===== src/rtl/tcc_pkg.sv =====
// Shared widths, constants and item type of the triangle circumcentre block.
package tcc_pkg;

  localparam int IW      = 32;            // input coordinate width
  localparam int DIFW    = IW + 1;        // differences and sums of two coordinates
  localparam int PRW     = 2 * DIFW;      // product of two differences
  localparam int DETW    = PRW + 1;       // determinant and bisector terms
  localparam int SPLW    = DIFW + 1;      // low slice of a determinant-wide term
  localparam int NUMW    = DETW + DIFW + 1; // Cramer numerators
  localparam int DENW    = DETW + 1;      // twice the determinant magnitude
  localparam int QW      = 48;            // result width
  localparam int CMPW    = DENW + QW;     // width of the range compare
  localparam int QDEPTH  = 4;             // front-to-back queue depth
  localparam int QAW     = $clog2(QDEPTH);
  localparam int FR_LAT  = 6;             // front pipeline stages
  localparam int DIV_LAT = QW + 3;        // divider pipeline stages

  typedef struct packed {
    logic signed [NUMW-1:0] nx;
    logic signed [NUMW-1:0] ny;
    logic signed [DETW-1:0] d;
  } tcc_item_t;

endpackage


===== src/rtl/tcc_queue.sv =====
// Short FIFO between the front and back pipelines.
module tcc_queue (
  input  logic               clk,
  input  logic               rst,
  input  logic               push_valid,
  output logic               push_ready,
  input  tcc_pkg::tcc_item_t push_item,
  output logic               pop_valid,
  input  logic               pop_ready,
  output tcc_pkg::tcc_item_t pop_item
);
  import tcc_pkg::*;

  tcc_item_t    slots [QDEPTH];
  logic [QAW-1:0] wr_ptr, rd_ptr;
  logic [QAW:0]   count;
  logic push, pop;

  assign push_ready = count != QDEPTH[QAW:0];
  assign pop_valid  = count != '0;
  assign push       = push_valid && push_ready;
  assign pop        = pop_valid && pop_ready;
  assign pop_item   = slots[rd_ptr];

  always_ff @(posedge clk) begin
    if (rst) begin
      wr_ptr <= '0;
      rd_ptr <= '0;
      count  <= '0;
    end else begin
      if (push) wr_ptr <= wr_ptr + 1'b1;
      if (pop)  rd_ptr <= rd_ptr + 1'b1;
      count <= count + (QAW+1)'(push) - (QAW+1)'(pop);
    end
  end

  always_ff @(posedge clk) begin
    if (push) slots[wr_ptr] <= push_item;
  end

endmodule


===== config.mk =====
export PLATFORM = sky130hd
export DESIGN_NAME = tcc_queue
export DESIGN_NICKNAME = d
export VERILOG_FILES = /design/src/rtl/tcc_pkg.sv /design/src/rtl/tcc_queue.sv
export SDC_FILE = /design/constraint.sdc
export NUM_CORES = 1
export LEC_CHECK = 0
export BUFFER_PORTS_ARGS = -buffer_cell sky130_fd_sc_hd__buf_2
export CAP_MARGIN = 30
export CORE_MARGIN = 2
export CORE_UTILIZATION = 50
export DETAILED_ROUTE_END_ITERATION = 8
export HOLD_SLACK_MARGIN = 0.08
export PLACE_DENSITY_LB_ADDON = 0.12
export SKIP_CTS_REPAIR_TIMING = 1
export SLEW_MARGIN = 25
export SYNTH_ARGS = -nofsm -noshare
export SYNTH_HDL_FRONTEND = slang
export SYNTH_SLANG_ARGS = --single-unit

===== constraint.sdc =====
create_clock -name clk -period 10.6 [get_ports clk]
set_input_delay 3.18 -clock clk [delete_from_list [all_inputs] [get_ports clk]]
set_output_delay 3.18 -clock clk [all_outputs]
set_load 0.02 [all_outputs]

==> metrics.txt <==
Worst Setup Start Kind flip-flop; Worst Path Max Fanout 68; CTS root buf clkbuf_16; final core occ 0.600; layout overhead on the synthesized area 18.6%; Yosys warning total 0; Yosys reg bits 1085; fraction of layout cells with a size suffix above 1 0.458; Final Slew Violations 0; Placed Area 0.0431 mm2; Net Count, Synth 1734; Min Clock Period, post-route 6200 ps; final net count 2347; Core Box Area 0.0776 mm2; vias in the first global route 18468; min-delay worst type reg -> reg; Setup CP Type reg -> out; Post-Syn Instances 1454; Clk pin slew, worst setup/hold paths 60 ps; final setup fails 0; RSZ-0062 raised after global routing no; hold_ws 525 ps; PortBufs 543; mapped cell area 0.0393 mm2; die height 284 um; hpwl dp 48100 um; Worst-Margin Slew 1050 ps; Layout Skew 18.4 ps; fill cell count 5542; static leakage 15.4 nW; fin crit share 0.585; worst skew pair latency 660 ps; status finished, final reports clean; slack of the critical path 4400 ps; Yosys top cell area share 0.823; DRC 0; Max-Cap Viols 0; synth top area cells edfxtp_1 (82%), mux4_2 (15%), buf_6 (0.72%); final wirelength 80200 um; H-tree Lvls 3; DR iter-0 viols 1046; Routed WL per cell 25.0 um; global placement routability congestion 0.749; Synth area leader edfxtp_1; Vias per Instance 5.45; chip width 284 um; CTS tree yes; Pwr Density 256 mW/mm2; CP Data Arrival Time 3020 ps; # IOs 544; GRT Resource Usage Total 0.199; Final ANT Viol Nets 0; first-pass GRT wire length 119000 um; setup TNS 0 ps; num rows 102; post-synthesis sequential area ratio 0.827; synth unique cells 23; clock sinks 1085; First-pass DRT Iterations 5; Max Freq 161 MHz; Finished Layout Cells 3210; relative max-transition margin 0.297; total die area 0.0808 mm2; placed insts 2995; routed via count 17497; Fin. Hold Viols 0; Power Total 11.9 mW; Crit. End Element primary output; average size of a mapped cell 27.0 um2; largest net degree at the start of global routing 141; cts bufs inserted 108; CTS Buffer Depth 3; Worst VDD drop 152 uV; fin area 0.0466 mm2; Initial Util 0.506; initial antenna violation count 31; dpl ws 4810 ps; gr ovfl total 0; worst path required time 7420 ps
[Yosys cell counts]
master	instances
fa_1	1
inv_1	5
nor3_1	1
nor2_1	8
buf_6	25
buf_2	28
a21boi_1	1
edfxtp_1	1076
mux2i_1	1
mux4_2	269
clkbuf_1	8
or3_1	1
mux2_2	1
nand2_1	1
nand2b_1	2
ha_1	6
nor2b_1	1
o311ai_0	1
and2_1	5
dfxtp_1	9
xnor2_1	1
o31a_1	1
xor2_1	2
[layout by cell type (no fill, tap or decap), drive strengths merged, types with 2 or more instances in the layout]
master    instances
clkinvlp          6
dfxtp             9
bufinv            6
diode            15
mux4            269
buf             564
and2              5
edfxtp         1076
clkinv           53
nand2b            2
inv               9
clkbuf          129
nor2              8
ha                6
xor2              2
[metal layers]
| metal | vias up | track usage | wire length (um) |
|---|---|---|---|
| met2 | 482 | 0.329 | 41100 |
| li1 | 7589 | - | - |
| met3 | 138 | 0.0575 | 5620 |
| met4 | 30 | 0.0604 | 1730 |
| met1 | 9258 | 0.258 | 31600 |
| met5 | - | 0 | 187 |
[worst paths after layout]
path,from,to,slack (ps),cells past startpoint
max,flip-flop,pop_item[127],4400,4
min,rd_ptr[1],rd_ptr[1],530,2
max reg2reg,count[1],slots[0][219],7600,4
min reg2reg,rd_ptr[1],rd_ptr[1],530,2
[worst max-delay path, cell delays in order (launching register included)]
cell and delay (ps):
dfxtp_4 550, buf_12 380, buf_16 410, mux4_2 620
buf_2 180
[state kept, by name, summed over array words and instances (netlist names), named ones only]
register	count
wr_ptr	2
slots	1076
rd_ptr	2
count	3
[cell type report]
type                    count  area [um2]  area share
repair buffers            564        3030      0.0650
clock buffers             129        2800      0.0602
well taps                1040        1300      0.0279
clock inverters            69         552      0.0118
multi-input cells         303        6330       0.136
flip-flops and latches   1085       32500       0.698
diodes                     15        37.5    0.000806
inverters                   5        18.8    0.000403
[where the power goes]
part | leakage [nW] | internal (mW) | switching (mW) | total (mW)
sequential | 9.93 | 5.26 | 0.121 | 5.38
clock | 1.63 | 2.03 | 1.54 | 3.58
combinational | 3.85 | 1.16 | 1.81 | 2.97
total | 15.4 | 8.46 | 3.47 | 11.9
[cell families (layout without fill, tap and decap cells)]
kind of cell,count (synthesis),after routing,share of synthesized area
flip-flops,1085,1085,0.827
AND/OR/NAND/NOR,19,19,0.00242
buffers and inverters,66,767,0.0120
AO/OA/AOI/OAI,3,3,0.000637
other,0,15,0
multiplexers,271,271,0.155
adder cells (fa/ha/maj),7,7,0.00242
XOR/XNOR,3,3,0.000669
Power figures use the tool's default switching activity.
